==> config.mk <==
export PLATFORM = sky130hd
export DESIGN_NAME = apci_link_sequencer
export DESIGN_NICKNAME = d
export VERILOG_FILES = /design/src/apci_pkg.sv /design/src/apci_front.sv /design/src/apci_queue.sv /design/src/apci_back.sv /design/src/apci_link_sequencer.sv
export SDC_FILE = /design/constraint.sdc
export NUM_CORES = 1
export LEC_CHECK = 0
export BUFFER_PORTS_ARGS = -buffer_cell sky130_fd_sc_hd__buf_2
export CAP_MARGIN = 20
export CORE_MARGIN = 4
export CORE_UTILIZATION = 40
export DETAILED_ROUTE_END_ITERATION = 10
export GPL_TIMING_DRIVEN = 0
export SYNTH_ARGS = -nofsm -noshare
export SYNTH_HDL_FRONTEND = slang
export SYNTH_SLANG_ARGS = --single-unit
==> constraint.sdc <==
create_clock -name clk -period 3.2 [get_ports clk]
set_input_delay 0.48 -clock clk [delete_from_list [all_inputs] [get_ports clk]]
set_output_delay 0.48 -clock clk [all_outputs]
set_load 0.02 [all_outputs]
==> src/apci_pkg.sv <==
`default_nettype none

package apci_pkg;

	localparam int SeqW = 15;

	localparam logic [1:0] FUNC_RX     = 2'd0;
	localparam logic [1:0] FUNC_INTERR = 2'd1;
	localparam logic [1:0] FUNC_SEND_U = 2'd2;
	localparam logic [1:0] FUNC_SEND_S = 2'd3;

	localparam logic [7:0] U_STARTDT_CON = 8'h0B;
	localparam logic [7:0] U_STOPDT_CON  = 8'h23;
	localparam logic [7:0] U_TESTFR_ACT  = 8'h43;
	localparam logic [7:0] U_TESTFR_CON  = 8'h83;

	localparam logic [1:0] ST_OK       = 2'd0;
	localparam logic [1:0] ST_SEQ_FAIL = 2'd1;
	localparam logic [1:0] ST_STOPPED  = 2'd2;

	localparam logic [1:0] TX_NONE = 2'd0;
	localparam logic [1:0] TX_S    = 2'd1;
	localparam logic [1:0] TX_U    = 2'd2;
	localparam logic [1:0] TX_I    = 2'd3;

	localparam logic [3:0] LEN_SU = 4'd4;
	localparam logic [3:0] LEN_I  = 4'd14;

	localparam logic [SeqW-1:0] ACK_WINDOW_RESET = 15'd8;
	localparam logic [SeqW-1:0] SEQ_MAX          = 15'h7FFF;

	typedef enum logic [3:0] {
		OP_NOP,
		OP_RX_I,
		OP_RX_START,
		OP_RX_STOP,
		OP_RX_TESTACT,
		OP_RX_TESTCON,
		OP_INTERR,
		OP_SEND_U,
		OP_SEND_TESTACT,
		OP_SEND_S
	} op_t;

	typedef struct packed {
		logic [1:0]  func;
		logic [31:0] rx_control;
		logic [7:0]  rx_apdu_len;
		logic [15:0] interrogation_address;
		logic [7:0]  u_command;
	} in_t;

	typedef struct packed {
		logic [1:0]  status;
		logic [1:0]  tx_kind;
		logic [3:0]  tx_apdu_len;
		logic [31:0] tx_control;
		logic [15:0] tx_common_address;
		logic        asdu_ready;
		logic [7:0]  asdu_size;
		logic        started;
		logic        test_pending;
	} out_t;

	typedef struct packed {
		op_t            op;
		logic [SeqW-1:0] ns;
		logic [7:0]     asdu_size;
		logic [15:0]    addr;
		logic [7:0]     octet;
	} item_t;

endpackage

`default_nettype wire

==> src/apci_front.sv <==
`default_nettype none

module apci_front (
	input  wire apci_pkg::in_t   in_data,
	output apci_pkg::item_t      item
);

	logic [7:0] c0;

	assign c0 = in_data.rx_control[7:0];

	always_comb begin
		item.op       = apci_pkg::OP_NOP;
		item.ns       = in_data.rx_control[15:1];
		item.asdu_size = (in_data.rx_apdu_len >= 8'd4) ? (in_data.rx_apdu_len - 8'd4) : 8'd0;
		item.addr     = in_data.interrogation_address;
		item.octet    = in_data.u_command;
		case (in_data.func)
			apci_pkg::FUNC_RX: begin
				if (!c0[0]) begin
					item.op = apci_pkg::OP_RX_I;
				end else if (c0[1]) begin
					case (c0)
						apci_pkg::U_STARTDT_CON: item.op = apci_pkg::OP_RX_START;
						apci_pkg::U_STOPDT_CON:  item.op = apci_pkg::OP_RX_STOP;
						apci_pkg::U_TESTFR_ACT:  item.op = apci_pkg::OP_RX_TESTACT;
						apci_pkg::U_TESTFR_CON:  item.op = apci_pkg::OP_RX_TESTCON;
						default:                 item.op = apci_pkg::OP_NOP;
					endcase
				end
			end
			apci_pkg::FUNC_INTERR: item.op = apci_pkg::OP_INTERR;
			apci_pkg::FUNC_SEND_U: begin
				item.op = (in_data.u_command == apci_pkg::U_TESTFR_ACT) ?
					apci_pkg::OP_SEND_TESTACT : apci_pkg::OP_SEND_U;
			end
			apci_pkg::FUNC_SEND_S: item.op = apci_pkg::OP_SEND_S;
			default:               item.op = apci_pkg::OP_NOP;
		endcase
	end

endmodule

`default_nettype wire

==> src/apci_queue.sv <==
`default_nettype none

module apci_queue (
	input  wire                  clk,
	input  wire                  arst_n,
	input  wire                  push,
	input  wire apci_pkg::item_t push_data,
	output logic                 full,
	input  wire                  pop,
	output logic                 rd_valid,
	output apci_pkg::item_t      rd_data
);

	apci_pkg::item_t entry_q [2];
	logic            wr_ptr_q;
	logic            rd_ptr_q;
	logic [1:0]      count_q;

	assign full     = (count_q == 2'd2);
	assign rd_valid = (count_q != 2'd0);
	assign rd_data  = entry_q[rd_ptr_q];

	always_ff @(posedge clk) begin
		if (push) begin
			entry_q[wr_ptr_q] <= push_data;
		end
	end

	always_ff @(posedge clk or negedge arst_n) begin
		if (!arst_n) begin
			wr_ptr_q <= 1'b0;
			rd_ptr_q <= 1'b0;
			count_q  <= 2'd0;
		end else begin
			if (push) begin
				wr_ptr_q <= ~wr_ptr_q;
			end
			if (pop) begin
				rd_ptr_q <= ~rd_ptr_q;
			end
			case ({push, pop})
				2'b10:   count_q <= count_q + 2'd1;
				2'b01:   count_q <= count_q - 2'd1;
				default: count_q <= count_q;
			endcase
		end
	end

endmodule

`default_nettype wire

==> src/apci_back.sv <==
`default_nettype none

module apci_back (
	input  wire                  clk,
	input  wire                  arst_n,
	input  wire                  cfg_we,
	input  wire [14:0]           cfg_wdata,
	input  wire                  rd_valid,
	input  wire apci_pkg::item_t rd_data,
	output logic                 pop,
	output logic                 out_valid,
	input  wire                  out_stall,
	output apci_pkg::out_t       out_data
);

	logic [apci_pkg::SeqW-1:0] ack_window_q;
	logic [apci_pkg::SeqW-1:0] rcv_cnt_q;
	logic [apci_pkg::SeqW-1:0] snd_cnt_q;
	logic [apci_pkg::SeqW-1:0] unack_q;
	logic                      started_q;
	logic                      test_q;
	logic                      out_valid_q;
	apci_pkg::out_t            out_q;

	logic [apci_pkg::SeqW-1:0] rcv_nxt;
	logic [apci_pkg::SeqW-1:0] snd_nxt;
	logic [apci_pkg::SeqW-1:0] unack_nxt;
	logic [apci_pkg::SeqW-1:0] unack_inc;
	logic                      started_nxt;
	logic                      test_nxt;
	apci_pkg::out_t            res;

	assign pop       = rd_valid && (!out_valid_q || !out_stall);
	assign out_valid = out_valid_q;
	assign out_data  = out_q;
	assign unack_inc = (unack_q < apci_pkg::SEQ_MAX) ? (unack_q + 15'd1) : unack_q;

	always_comb begin
		rcv_nxt     = rcv_cnt_q;
		snd_nxt     = snd_cnt_q;
		unack_nxt   = unack_q;
		started_nxt = started_q;
		test_nxt    = test_q;
		res         = '0;
		case (rd_data.op)
			apci_pkg::OP_RX_I: begin
				if (rd_data.ns != rcv_cnt_q) begin
					res.status = apci_pkg::ST_SEQ_FAIL;
				end else begin
					rcv_nxt        = rcv_cnt_q + 15'd1;
					unack_nxt      = unack_inc;
					res.asdu_ready = 1'b1;
					res.asdu_size  = rd_data.asdu_size;
					if (unack_inc >= ack_window_q) begin
						res.tx_kind     = apci_pkg::TX_S;
						res.tx_apdu_len = apci_pkg::LEN_SU;
						res.tx_control  = {rcv_nxt, 1'b0, 16'h0001};
						unack_nxt       = '0;
					end
				end
			end
			apci_pkg::OP_RX_START:   started_nxt = 1'b1;
			apci_pkg::OP_RX_STOP:    res.status = apci_pkg::ST_STOPPED;
			apci_pkg::OP_RX_TESTACT: begin
				res.tx_kind     = apci_pkg::TX_U;
				res.tx_apdu_len = apci_pkg::LEN_SU;
				res.tx_control  = {24'd0, apci_pkg::U_TESTFR_CON};
			end
			apci_pkg::OP_RX_TESTCON: test_nxt = 1'b0;
			apci_pkg::OP_INTERR: begin
				res.tx_kind           = apci_pkg::TX_I;
				res.tx_apdu_len       = apci_pkg::LEN_I;
				res.tx_control        = {rcv_cnt_q, 1'b0, snd_cnt_q, 1'b0};
				res.tx_common_address = rd_data.addr;
				snd_nxt               = snd_cnt_q + 15'd1;
			end
			apci_pkg::OP_SEND_U, apci_pkg::OP_SEND_TESTACT: begin
				res.tx_kind     = apci_pkg::TX_U;
				res.tx_apdu_len = apci_pkg::LEN_SU;
				res.tx_control  = {24'd0, rd_data.octet};
				if (rd_data.op == apci_pkg::OP_SEND_TESTACT) begin
					test_nxt = 1'b1;
				end
			end
			apci_pkg::OP_SEND_S: begin
				res.tx_kind     = apci_pkg::TX_S;
				res.tx_apdu_len = apci_pkg::LEN_SU;
				res.tx_control  = {rcv_cnt_q, 1'b0, 16'h0001};
				unack_nxt       = '0;
			end
			default: res = '0;
		endcase
		res.started      = started_nxt;
		res.test_pending = test_nxt;
	end

	always_ff @(posedge clk) begin
		if (pop) begin
			out_q <= res;
		end
	end

	always_ff @(posedge clk or negedge arst_n) begin
		if (!arst_n) begin
			ack_window_q <= apci_pkg::ACK_WINDOW_RESET;
			rcv_cnt_q    <= '0;
			snd_cnt_q    <= '0;
			unack_q      <= '0;
			started_q    <= 1'b0;
			test_q       <= 1'b0;
			out_valid_q  <= 1'b0;
		end else begin
			if (cfg_we) begin
				ack_window_q <= cfg_wdata;
			end
			if (pop) begin
				rcv_cnt_q <= rcv_nxt;
				snd_cnt_q <= snd_nxt;
				unack_q   <= unack_nxt;
				started_q <= started_nxt;
				test_q    <= test_nxt;
			end
			if (pop) begin
				out_valid_q <= 1'b1;
			end else if (!out_stall) begin
				out_valid_q <= 1'b0;
			end
		end
	end

endmodule

`default_nettype wire

==> src/apci_link_sequencer.sv <==
// Master-side APCI control layer of a telecontrol link.
// Input channel (in_valid, in_stall, in_data): one transaction per request,
// either a received frame header or a request to send an interrogation,
// a U frame or an S frame. Output channel (out_valid, out_stall, out_data):
// exactly one result transaction per input transaction, in order.
// Configuration: cfg_we with cfg_wdata writes the acknowledge window; write
// it only while no transaction is in flight.
// A request is held in a decode queue entry, and its result is then
// registered in the sequence/counter stage before it is offered.
// Throughput: one transaction per cycle while out_stall is low, set by the
// counter update in the back stage.
// A two-entry queue separates decode from execution; a stalled output
// holds its result and lets the queue fill, after which in_stall rises.
// Reset clears all counters, session flags and the queue, and sets the
// window to 8.
`default_nettype none

module apci_link_sequencer (
	input  wire                 clk,
	input  wire                 arst_n,
	input  wire                 in_valid,
	output logic                in_stall,
	input  wire apci_pkg::in_t  in_data,
	output logic                out_valid,
	input  wire                 out_stall,
	output apci_pkg::out_t      out_data,
	input  wire                 cfg_we,
	input  wire [14:0]          cfg_wdata
);

	apci_pkg::item_t item;
	apci_pkg::item_t rd_data;
	logic            full;
	logic            push;
	logic            pop;
	logic            rd_valid;

	assign in_stall = full;
	assign push     = in_valid && !full;

	apci_front u_front (
		.in_data (in_data),
		.item    (item)
	);

	apci_queue u_queue (
		.clk       (clk),
		.arst_n    (arst_n),
		.push      (push),
		.push_data (item),
		.full      (full),
		.pop       (pop),
		.rd_valid  (rd_valid),
		.rd_data   (rd_data)
	);

	apci_back u_back (
		.clk       (clk),
		.arst_n    (arst_n),
		.cfg_we    (cfg_we),
		.cfg_wdata (cfg_wdata),
		.rd_valid  (rd_valid),
		.rd_data   (rd_data),
		.pop       (pop),
		.out_valid (out_valid),
		.out_stall (out_stall),
		.out_data  (out_data)
	);

endmodule

`default_nettype wire
# [After elaboration in Yosys (flattened, before gate mapping)]
# Memories as Yosys holds them, arrays and structs flattened.
# Index checks and enable logic that the tools add are counted.
[classes] bitwise=4 n_lt_le_gt_ge=3 addsub=6 reduce_logical=15 n_mux=24 n_eq_ne=23
[op_table] op="case mux 38 bit (5 select lines)" count=1
[op_table] op="two-way mux 37 bit" count=2
[op_table] op="adder 15 x 1 -> 15 bit (second input constant)" count=3
[op_table] op="two-way mux 15 bit" count=3
[op_table] op="case mux 15 bit (2 select lines)" count=1
[op_table] op="equality test 4 x 3 -> 1 bit (second input constant)" count=4
[op_table] op="equality test 8 x 7 -> 1 bit (second input constant)" count=2
[op_table] op="case mux 4 bit (4 select lines)" count=1
[op_table] op=">= comparator 15 bit" count=1
[op_table] op="less-than comparator 15 bit (second input constant)" count=1
[op_table] op="inequality test 15 bit" count=1
[op_table] op="two-way mux 4 bit" count=3
[op_table] op="case mux 3 bit (4 select lines)" count=1
[op_table] op="two-way mux 9 bit" count=1
[op_table] op="equality test 2 bit (second input constant)" count=4
[op_table] op="equality test 4 x 2 -> 1 bit (second input constant)" count=2
[op_table] op="equality test 4 bit (second input constant)" count=2
[op_table] op="equality test 8 x 4 -> 1 bit (second input constant)" count=1
[op_table] op="equality test 8 x 6 -> 1 bit (second input constant)" count=1
[op_table] op="equality test 8 bit (second input constant)" count=1
[op_table] op=">= comparator 8 x 3 -> 1 bit (second input constant)" count=1
[op_table] op="two-way mux 8 bit" count=1
[op_table] op="case mux 2 bit (2 select lines)" count=2
[op_table] op="subtractor 8 x 3 -> 8 bit (second input constant)" count=1
[op_table] op="17 further kinds" count=34
[word_totals] mem_count=1 out_inout_bits=69 register_bits=134 wordCells=95 ramBits=102
[mem_list] memory="u_queue.entry_q" depth=2 width=51 rd=1 rd_clocked_by_memory_dff=0 write_ports=1 line_no="apci_queue.sv:14" source="apci_pkg::item_t entry_q [2];"

# [Longest topological paths before layout]
[logic_depth] ltp_word=6 ltp_mapped=14 depth_no_buf=13

# [Cells and area by module]
# From an unflattened synthesis, not the netlist that was laid out.
[hier_totals] cells_unflattened=874 area_unflattened_um2=11249.5
[modules_own_cells] module="apci_back" seq_area_each_um2=3499.6 area_per_inst_um2=6490.0 instances=1 cells_per_inst=613
[modules_own_cells] module="apci_queue" seq_area_each_um2=3163.0 area_per_inst_um2=4119.0 instances=1 cells_per_inst=175
[modules_own_cells] module="apci_front" seq_area_each_um2=0.0 area_per_inst_um2=626.9 instances=1 cells_per_inst=85
[modules_own_cells] module="apci_link_sequencer" seq_area_each_um2=0.0 area_per_inst_um2=13.8 instances=1 cells_per_inst=1

# [Worst setup path before layout]
# OpenSTA, ideal clock, no wires.
[synth_timing] kind="input to register" startpoint="in out_stall" endpoint="reg u_back.unack_q[12] (netlist bit)" path_buffers=0 t_arrival_ns=3.448 path_slack_ns=-0.375 stages=6 cell_sequence="nand2_1 > o21ai_1 > inv_1 > nand4_1 > a21oi_4 > mux2_1"
[synth_via] elab_chain_len=4
[synth_rtl] element="start, declared" line_no="apci_link_sequencer.sv:25" source="input wire out_stall,"
[synth_rtl] element="logical NOT 1 bit" line_no="apci_back.sv:33" source="assign pop = rd_valid && (!out_valid_q || !out_stall);"
[synth_rtl] element="logical OR 1 bit" line_no="apci_back.sv:33"
[synth_rtl] element="logical AND 1 bit" line_no="apci_back.sv:33"
[synth_rtl] element="named net pop" line_no="apci_link_sequencer.sv:35" source="logic pop;"
[synth_rtl] element="AND reduction 3 bit (no line)"
[synth_rtl] element="end signal, assigned" line_no="apci_back.sv:119" source="unack_q <= unack_nxt;"
[synth_rtl] element="end, declared" line_no="apci_back.sv:19" source="logic [apci_pkg::SeqW-1:0] unack_q;"
# The timed path passes the listed nets, and every way through them passes these cells.
# A chain may end at the register's enable or synchronous reset.

==> impl_results.md <==
* Number of antenna repair diodes at 0
* TritonCTS clock tree: done
* Multiplexer fraction of the synthesized cell area at 0.06144
* Combinational family with the most area after synthesis: simple AND/OR/NAND/NOR gates
* Combinational power share at 0.308
* DR iter-0 viols at 420
* Maximum fanout count along the critical path at 5
* Period minus WS final at 3.100 ns
* Global-route wire length before repair at 37.42 mm
* Maxcap violations at 0
* Post-synth design cell area at approximately 0.011 mm²
* Number of setup violations in the final report at 0
* Standard-cell row count at 59
* Post-synthesis xor/xnor area fraction at 0.04880
* Switching Share at 0.3363
* Starting utilization of the core area at 0.4063
* Synthesized flop and latch total at roughly 230
* Post-route cell area at between 0.01 and 0.015 mm²
* Cell accounting for the most synthesized area: sky130_fd_sc_hd__edfxtp_1
* Via count at 7050
* Port-buffer cells at 135
* Overall routed net length at 23.50 mm
* Number of sinks on the clock net at 233
* Largest net degree at the start of global routing at 39
* Net count, final at 1136
* Compound-cell area share of the yosys netlist at 0.06960
* Worst Tran Pin Value at around 0.9 ns
* H-tree depth reported by CTS at 1
* Overflow left after global routing at 0
* Multi-input gate area in the final layout at between 0.003 and 0.004 mm²
* Antenna Violating Nets Remaining at 0
* Yosys warning total at 0
* Share of post-route cells with drive strength above 1 at 0.2450
* Clock-pin slew on the worst setup and hold paths at 0.06 ns
* Unique cell type count in the Yosys netlist at 67
* Crit Path Class: flip-flop to flip-flop
* Width of the die at 170.7 µm
* Root Buffer Master: sky130_fd_sc_hd__clkbuf_16
* Maximum clock path buffer count at 3
* LEAKAGE at 5.404 nW
* Adder-Cell Fraction of Synth Area at 0.02481
* Switching power at roughly 0.0035 W
* Power share of the sequential group at 0.425
* Area share of the leading cell type in the synthesized netlist at 0.4708
* Cell with the most instances after synthesis: sky130_fd_sc_hd__edfxtp_1
* Layout area overhead at 22.50%
* Worst R2R Setup Slack at 0.1 ns
* I/O pin total at about 160
* Die boundary height at 170.7 µm
* Rel. slew slack at 0.3899
* GRT Util Overall at 0.1599
* Outcome: complete, no violations
* Flip-flop cell with the highest count after synthesis: sky130_fd_sc_hd__edfxtp_1
* Proportion of synthesized flip-flops having asynchronous set or reset at 0.2876
* Final period util at 0.9689
* Setup repair after global routing missed its margin: true
* Fmax at 322.5 MHz
* Part of the Yosys area used for sequential elements at 0.6292
* Drt first pass iters at 5
* DRC errors left at 0
* Post-detailed-placement cell area at ~0.012 mm²
* Vias in the first global route at 7028
* Final weighted congestion in routability-driven placement at 0.8063
* Most frequent cells after synthesis: 166 x sky130_fd_sc_hd__edfxtp_1, 76 x sky130_fd_sc_hd__nand2_1, 71 x sky130_fd_sc_hd__nor2_1, 66 x sky130_fd_sc_hd__dfrtp_1, 56 x sky130_fd_sc_hd__mux2i_1
* Initial antenna violation count at 2
* Clk_lat worst skew at about 0.55 ns
* Number of enable flip-flop cells after synthesis at 166
* Sequential cell area at ~0.0067 mm²
* Clock share of power at 0.268
* Largest voltage drop on the vdd net at about 0.59 mV
* CP endpoint kind: flip-flop
* Number of vias per cell after detailed routing at ~5.1
* Worst path required time at between 3 and 4 ns
* Post-Syn Area per Cell at 12.59 µm²
* Total clock buffers created by CTS at 26
* P per Cell Area at 813.7 mW/mm²
* Dpl hpwl at 16.33 mm
* Synthesized instance count at 841
* Floorplan Core Area at 0.02606 mm²
* Arrival @ worst endpoint at 3.48 ns
* Number of fill cells in the layout at 2303
* Share of the core filled with cells at 0.4978
* Total design power at 0.01055 W
* Final max-slew violation count at 0
* Internal power of the cells at 0.007005 W
* Full die area at 0.02914 mm²
* Main area contributors after synthesis: sky130_fd_sc_hd__edfxtp_1 47%, sky130_fd_sc_hd__dfrtp_1 16%, sky130_fd_sc_hd__mux2i_1 5.3%, sky130_fd_sc_hd__xnor2_1 2.9%, sky130_fd_sc_hd__nand2_1 2.7%
* Fraction of the mapped netlist area in simple logic gates at 0.1345
* Setup skew after layout at around 0.025 ns
* WL/cell at 16.98 µm
* Hold violation count in the final report at 0
* Worst Hold Class: primary input to flip-flop
* Launching element type of the critical path: flip-flop
## power by group through the flow
stage	Clock, W	Sequential (W)	Combinational [W]
after floorplan	0	0.00486	0.00170
after global placement	0	0.00455	0.00297
after detailed placement	0	0.00452	0.00308
after CTS	0.00293	0.00448	0.00321
after global routing	0.00305	0.00456	0.00357
final	0.00283	0.00448	0.00325
## registers in the layout, summed over array words and instances (netlist names), 2 cells and up
register,count
u_back.rcv_cnt_q,15
u_queue.entry_q,102
u_back.unack_q,15
u_back.out_data,64
u_back.ack_window_q,15
u_back.snd_cnt_q,15
u_queue.count_q,2
## area by class of cell
type,instances,area share
inverter,34,0.01013
multi-input combinational,533,0.2923
sequential,233,0.5143
clock inverter,7,0.006366
buffer,42,0.01775
timing repair buffer,158,0.06964
clock buffer,41,0.05681
timing repair inverter,1,0.0003858
tap,335,0.03231
## cell usage in the layout (no fill, tap or decap), drive strengths merged, types with 5 or more instances in the layout
cell type / n
edfxtp: 166
clkinv: 6
nand2b: 10
dfrtp: 66
nand2: 76
buf: 170
ha: 21
clkbuf: 70
mux2: 8
xnor2: 35
and2: 12
inv: 33
nor3: 25
nor3b: 5
or2: 6
nand3: 22
nor2: 71
o21ai: 30
mux2i: 56
nor4: 15
a221o: 10
and3: 13
xor2: 24
a211oi: 6
a21oi: 18
a21o: 7
nand4: 11
## logic make-up after synthesis
family | after synthesis
simple gates | 281
flops | 233
compound gates | 106
buf+inv | 76
mux | 64
xor+xnor | 59
fa+ha+maj | 21
other cells | 1
## per-stage QoR
stage | setup WS [ns] | hold WS [ns] | instances | setup TNS (ns)
2_1_floorplan | 0.02923 | 0.1844 | 842 | 0
3_3_place_gp | -1.594 | 0.4520 | 1312 | -74.07
3_5_place_dp | -0.8210 | 0.4563 | 1316 | -21.98
4_1_cts | 0.005376 | 0.09525 | 1375 | 0
5_1_grt | -0.03097 | 0.09784 | 1384 | -0.1050
6_report | 0.09953 | 0.1199 | 1384 | 0
## what timing repair did
| action | CTS | global route |
|---|---|---|
| endpoints found under the setup margin | 69 | 23 |
| buffers inserted | 9 | 9 |
| gates resized for setup | 33 | 18 |
| hold buffers | 1 | 0 |
| hold endpoints to repair | 29 | 0 |
| pin swaps | 5 | 11 |
| cloned | 1 | 0 |
## path summary, 6_finish.rpt
check | cells after the start | start | endpoint
hold / removal | 1 | in_data[21] | u_queue.entry_q[1][21]
max in group asynchronous | 3 | arst_n | u_back.ack_window_q[3]
hold reg to reg | 1 | u_back.snd_cnt_q[14] | u_back.snd_cnt_q[14]
setup reg to reg | 14 | u_back.unack_q[0] | u_back.out_data[54]
min in group asynchronous | 2 | arst_n | u_back.rcv_cnt_q[1]
setup / recovery | 14 | u_back.unack_q[0] | u_back.out_data[54]
## critical path, stage by stage (launching register included)
cell	delay, ns
sky130_fd_sc_hd__dfrtp_1	0.38
sky130_fd_sc_hd__buf_4	0.14
sky130_fd_sc_hd__ha_4	0.16
sky130_fd_sc_hd__nand2_2	0.08
sky130_fd_sc_hd__nor4_4	0.16
sky130_fd_sc_hd__and3_4	0.23
sky130_fd_sc_hd__and3_1	0.17
sky130_fd_sc_hd__nor2_1	0.06
sky130_fd_sc_hd__ha_1	0.32
sky130_fd_sc_hd__o2111ai_2	0.13
sky130_fd_sc_hd__or2_4	0.28
sky130_fd_sc_hd__o21a_4	0.23
sky130_fd_sc_hd__buf_4	0.16
sky130_fd_sc_hd__nor4_1	0.28
sky130_fd_sc_hd__a221o_1	0.19
## metal layers
layer	wire, µm	global-route usage	vias up	share of wire
li1	-	-	3447	-
met1	10560	0.2127	3373	0.45
met2	11100	0.2691	188	0.47
met3	1380	0.03835	38	0.059
met4	437	0.03368	4	0.019
met5	25	0	-	0.0011
Power figures use the tool's default switching activity.
